File: src/hw/rtl/prb_pkg.sv
`timescale 1ns / 1ps
// ----------------------------------------------------------------------------
// prb_pkg
// shared types and codes of the palette rectangle blitter
// ----------------------------------------------------------------------------
package prb_pkg;

  typedef enum logic [2:0] {
    FUNC_WR_TEXEL = 3'd0,
    FUNC_WR_PAL   = 3'd1,
    FUNC_DRAW     = 3'd2,
    FUNC_CLEAR    = 3'd3,
    FUNC_READ     = 3'd4
  } func_e;

  typedef enum logic [1:0] {
    MODE_COPY  = 2'd0,
    MODE_COLOR = 2'd1,
    MODE_TRANS = 2'd2,
    MODE_NONE  = 2'd3
  } mode_e;

  typedef enum logic [2:0] {
    CFG_FB_W  = 3'd0,
    CFG_FB_H  = 3'd1,
    CFG_TEX_W = 3'd2,
    CFG_TEX_H = 3'd3,
    CFG_COLOR = 3'd4
  } cfg_idx_e;

  typedef enum logic [2:0] {
    ST_IDLE,
    ST_TCLR,
    ST_SETUP,
    ST_WALK,
    ST_READ,
    ST_DONE
  } state_e;

  // controller to datapath
  typedef struct packed {
    logic load;      // capture item, compute bounds
    logic tclr;      // texture clearing step
    logic walk;      // one pixel step of draw or clear
    logic rd_req;    // compute row bases of the first row
    logic finish;    // form result, write texel or palette
  } cmd_t;

  // datapath to controller
  typedef struct packed {
    logic tclr_done;
    logic walk_last;
    logic walk_empty;
    logic pipe_busy;
  } stat_t;

  localparam logic [7:0] ALPHA_FULL = 8'd255;

endpackage

File: src/hw/rtl/prb_ctrl.sv
`timescale 1ns / 1ps
// ----------------------------------------------------------------------------
// prb_ctrl
// sequencer: texture clear after reset, item setup, pixel walk or read, result
// ----------------------------------------------------------------------------
module prb_ctrl (
  input  logic           clk_i,
  input  logic           rst_ni,
  input  logic           in_valid_i,
  output logic           in_ready_o,
  input  logic [2:0]     func_i,
  output logic           out_valid_o,
  input  logic           out_ready_i,
  input  prb_pkg::stat_t stat_i,
  output prb_pkg::cmd_t  cmd_o
);

  prb_pkg::state_e state_q, state_d;
  logic [2:0] func_q;
  logic out_valid_q, out_valid_d;
  logic done_ok;

  // result register free and walk pipeline drained
  assign done_ok = !out_valid_q && !stat_i.pipe_busy;

  always_ff @(posedge clk_i or negedge rst_ni) begin
    if (!rst_ni) begin
      state_q     <= prb_pkg::ST_TCLR;
      out_valid_q <= 1'b0;
      func_q      <= 3'd0;
    end else begin
      state_q     <= state_d;
      out_valid_q <= out_valid_d;
      if (in_valid_i && in_ready_o) func_q <= func_i;
    end
  end

  always_comb begin
    state_d = state_q;
    case (state_q)
      prb_pkg::ST_TCLR:  if (stat_i.tclr_done) state_d = prb_pkg::ST_IDLE;
      prb_pkg::ST_IDLE:  if (in_valid_i) state_d = prb_pkg::ST_SETUP;
      prb_pkg::ST_SETUP: begin
        if ((func_q == prb_pkg::FUNC_DRAW || func_q == prb_pkg::FUNC_CLEAR) &&
            !stat_i.walk_empty) begin
          state_d = prb_pkg::ST_WALK;
        end else if (func_q == prb_pkg::FUNC_READ) begin
          state_d = prb_pkg::ST_READ;
        end else begin
          state_d = prb_pkg::ST_DONE;
        end
      end
      prb_pkg::ST_WALK:  if (stat_i.walk_last) state_d = prb_pkg::ST_DONE;
      prb_pkg::ST_READ:  state_d = prb_pkg::ST_DONE;
      prb_pkg::ST_DONE:  if (done_ok) state_d = prb_pkg::ST_IDLE;
      default:           state_d = prb_pkg::ST_IDLE;
    endcase
  end

  always_comb begin
    out_valid_d = out_valid_q;
    if (out_valid_q && out_ready_i) out_valid_d = 1'b0;
    if (state_q == prb_pkg::ST_DONE && done_ok) out_valid_d = 1'b1;
  end

  always_comb begin
    cmd_o        = '0;
    in_ready_o   = (state_q == prb_pkg::ST_IDLE);
    cmd_o.load   = (state_q == prb_pkg::ST_IDLE) && in_valid_i;
    cmd_o.tclr   = (state_q == prb_pkg::ST_TCLR);
    cmd_o.walk   = (state_q == prb_pkg::ST_WALK);
    cmd_o.rd_req = (state_q == prb_pkg::ST_SETUP);
    cmd_o.finish = (state_q == prb_pkg::ST_DONE) && done_ok;
  end

  assign out_valid_o = out_valid_q;

endmodule

File: config.mk
export PLATFORM = sky130hd
export DESIGN_NAME = prb_ctrl
export DESIGN_NICKNAME = d
export VERILOG_FILES = /design/src/hw/rtl/prb_pkg.sv /design/src/hw/rtl/prb_ctrl.sv
export SDC_FILE = /design/constraint.sdc
export NUM_CORES = 1
export LEC_CHECK = 0
export BUFFER_PORTS_ARGS = -buffer_cell sky130_fd_sc_hd__buf_2
export CAP_MARGIN = 40
export CELL_PAD_IN_SITES_DETAIL_PLACEMENT = 1
export CELL_PAD_IN_SITES_GLOBAL_PLACEMENT = 2
export CORE_MARGIN = 8
export CORE_UTILIZATION = 29
export CTS_BUF_LIST = sky130_fd_sc_hd__clkbuf_2 sky130_fd_sc_hd__clkbuf_4 sky130_fd_sc_hd__clkbuf_8
export CTS_CLUSTER_SIZE = 8
export DETAILED_ROUTE_END_ITERATION = 7
export PLACE_DENSITY = 0.88
export SLEW_MARGIN = 40
export SYNTH_ARGS = -nofsm -noshare
export SYNTH_HDL_FRONTEND = slang
export SYNTH_SLANG_ARGS = --single-unit
File: constraint.sdc
create_clock -name clk_i -period 2.3 [get_ports clk_i]
set_clock_uncertainty 0.2 [all_clocks]
set_input_delay 0.115 -clock clk_i [delete_from_list [all_inputs] [get_ports clk_i]]
set_output_delay 0.115 -clock clk_i [all_outputs]
set_load 0.05 [all_outputs]
Word level (Yosys, flattened, before mapping)
Cells that the tools add are included.

Equal/unequal tests: 12. Multiplexer cells: 9. Reductions and logical operators: 12.

Operators with widths (number): case mux 3 bit (6 select lines) (1); 2-to-1 mux 3 bit (5); equality test 3 x 2 -> 1 bit, second input constant (4); equality test 3 bit, second input constant (3); inequality test 2 bit, second input constant (4); logical AND 1 bit (5); AND reduction 4 bit (1); equality test 3 x 1 -> 1 bit, second input constant (1); logical NOT 1 bit (3); logical NOT 3 bit (1); 2-to-1 mux 1 bit (3); nonzero test 2 bit (1); logical OR 1 bit (1).

Output and inout port bits: 7. Flip-flop bits (word level): 7.

Logic depth before layout (Yosys ltp)
Word-level depth: 5. Mapped depth: 4.

Worst setup path before layout
OpenSTA, ideal clock, no wires.

Path kind: reg2reg. Start: reg state_q[2]. End: reg func_q[0]. Cell stages (with the launch flop): 5. Data required time: 1975 ps. Slack: 158 ps. Arrival time: 1817 ps. Buffers on the path: 1. Path through: dfrtp_1 -> nor3_2 -> and2_1 -> buf_6 -> mux2_4.

RTL lines: start: declaration (line prb_ctrl.sv:18) `prb_pkg::state_e state_q, state_d;`; start signal: assignment (line prb_ctrl.sv:28) `state_q <= prb_pkg::ST_TCLR;`; start signal: assignment (line prb_ctrl.sv:32) `state_q <= state_d;`; end signal: assignment (line prb_ctrl.sv:34) `if (in_valid_i && in_ready_o) func_q <= func_i;`; end: declaration (line prb_ctrl.sv:19) `logic [2:0] func_q;`.

==> flow_summary.ini <==
[layout]
multi_input_area_um2 = 178
fill_cells = 153
instances_no_fill = 74
drive_gt1_share_pct = 45.8
synthToLayoutAreaGrowth_pct = 45.6
seqCellArea_um2 = 176
n_antenna_cell = 0
stdcell_area_um2 = 559
num-nets-final = 71
post-route-util_pct = 44.1

[placed_design]
dp_cells = 64
gp_congestion = 0.742
place_area_um2 = 469
hpwl_um = 752
io_buffers = 17

[die]
core_mm2 = 0.00127
die_x_um = 52.4
rows = 13
die-area_mm2 = 0.00275
die_h_um = 52.4
initial_core_util_pct = 30.3
ios = 18

[critical_path]
cp-end-kind = output port
cp.required_ps = 1990
crit_end = cmd_o[0]
reg2reg_slack_ps = 720
start_kind = register
crit_start = state_q[0]
cp_max_fo = 8
cp.arrival_ps = 1730
worstReg2RegEnd = func_q[1]
reg2reg_from = state_q[2]
reg2regPathDepth = 3
critPathKind = register to output port

[logic_synthesis]
synth_area_per_cell_um2 = 11.3
ys_seq_area_share_pct = 45.9
yosys.cell_types.count = 21
synth_top_cell_by_area = dfrtp_1
netlist_area_um2 = 384
synth-edff-count = 0
ys_ff_latch = 7
synthCells = 34
yosysTopAreaCellShare_pct = 39.1
synthTopCellsByArea = dfrtp_1, mux2_4, dfstp_2
async_flop_share_pct = 100
synthesis.nets = 45
ys.warnings.count = 0
synth_flop_cell = dfrtp_1

[detailed_routing]
firstDrtPassIters = 2
wl_met1_um = 443
drc = 0
met2_length_um = 438
wire_per_inst_um = 13.5
via_per_inst = 4.73
drtAntennaViolNets = 0
drt-total-wl_mm = 1.00
via_count = 350
initialDrtViolationCount = 4
dr.max_layer_used = met4
wl_met3_um = 91

[global_route]
grt_pass1_wl_mm = 1.79
grt_util_all_layers_pct = 8.89
gr-total-overflow = 0
grt_max_degree = 9
grt_pass1_vias = 391
grt_antenna_before_repair = 0

[timing]
hold_viol = 0
maxSlewHeadroom_pct = 71.4
finalCritPeriodShare_pct = 89.1
finalSetupViolations = 0
max_freq_mhz = 488
min_period_ps = 2050
rsz0062_at_grt = false
worstMarginPinSlew_ps = 423
fin_setup_tns_ps = 0
finalMaxSlewViolations = 0

[clock_tree]
post_cts_buffers = 0
cts_tree = yes
cts_resized = 0
clkTransAtPathRegs_ps = 60
insertion_delay_ps = 260
h-tree-depth = 1
clk_path_buf_depth = 2
cts_buffers = 3
clkSinkCount = 7
root_buffer = clkbuf_4

[outcome]
status = complete, no violations

[worst_hold_path]
hp-class = input port to register

[pwr]
peakVddDrop_mv = 0.617
leakage_nw = 0.283
p_per_area_mw_per_mm2 = 1470

[run]
max_cap_violations = 0
[registers in the layout (all words and copies together) (netlist names)]
register / cells
func_q: 3
out_valid_o: 1
state_q: 3
[cell usage after synthesis (2+ instances only)]
cell type / count
nor2_1: 3
dfrtp_1: 6
inv_1: 3
mux2_4: 3
nor3_2: 2
nor2b_1: 2
[repair_timing]
item / 4_1_cts / 5_1_grt
hold endpoints to repair: 13 / 0
endpoints found under the setup margin: 0 / 0
hold buffers: 6 / 0
[cell families after synthesis]
family                 Yosys count  share of synthesized area (%)
flip-flops                       7                           45.9
buffers and inverters            5                           7.82
multiplexers                     3                           11.7
AND/OR/NAND/NOR                 14                           24.4
AO/OA/AOI/OAI                    5                           10.1
[power by group]
group | total, W | internal, W | leakage, nW | switching, W
clock network | 0.000131 | 0.0000785 | 0.0184 | 0.0000527
logic | 0.000439 | 0.000160 | 0.180 | 0.000279
registers | 0.000250 | 0.000189 | 0.0854 | 0.0000616
total | 0.000821 | 0.000427 | 0.283 | 0.000393
[how the worst min path moves through the flow]
stage | startpoint | end | slack, ps | cells after the start
floorplan | rst_ni | func_q[0] | -380 | 0
global placement | rst_ni | state_q[1] | -250 | 1
detailed placement | rst_ni | state_q[2] | -240 | 1
CTS | stat_i[1] | state_q[1] | 2 | 4
global route | stat_i[1] | state_q[1] | 20 | 4
finish | stat_i[1] | state_q[1] | 9 | 4
[worst max-delay path: stages, from the launching register on]
cell and delay, ps:
dfstp_2 600, or3b_1 410, nor3_2 170, buf_2 300
[metrics by stage]
stage	hold slack [ps]	power, W	worst slack, ps
finish	8.72	0.000821	251
global route	21.9	0.000881	145
CTS	2.34	0.000827	247
detailed placement	-242	0.000688	518
global placement	-246	0.000685	601
floorplan	-381	0.000605	158
[layout by cell type (no fill, tap or decap), types with 2 or more instances in the layout]
cell type,Yosys,layout
inv_1,3,3
dlygate4sd3_1,0,6
clkbuf_4,0,4
nor2_1,3,3
buf_2,0,17
nor2b_1,2,2
mux2_4,3,3
dfrtp_1,6,6
nor3_2,2,2
[metal layers]
metal	GRT usage [%]	vias up
met5	0	-
met4	7.76	0
met3	3.69	4
met2	12.3	13
met1	10.2	162
li1	-	171
[cell type report]
type / count / share of cell area (%)
clock buffer: 4 / 5.37
inverter: 3 / 2.01
multi-input combinational: 22 / 31.8
sequential: 7 / 31.5
tap: 15 / 3.36
timing repair buffer: 23 / 26.0
(Power assumes the default switching activity.)
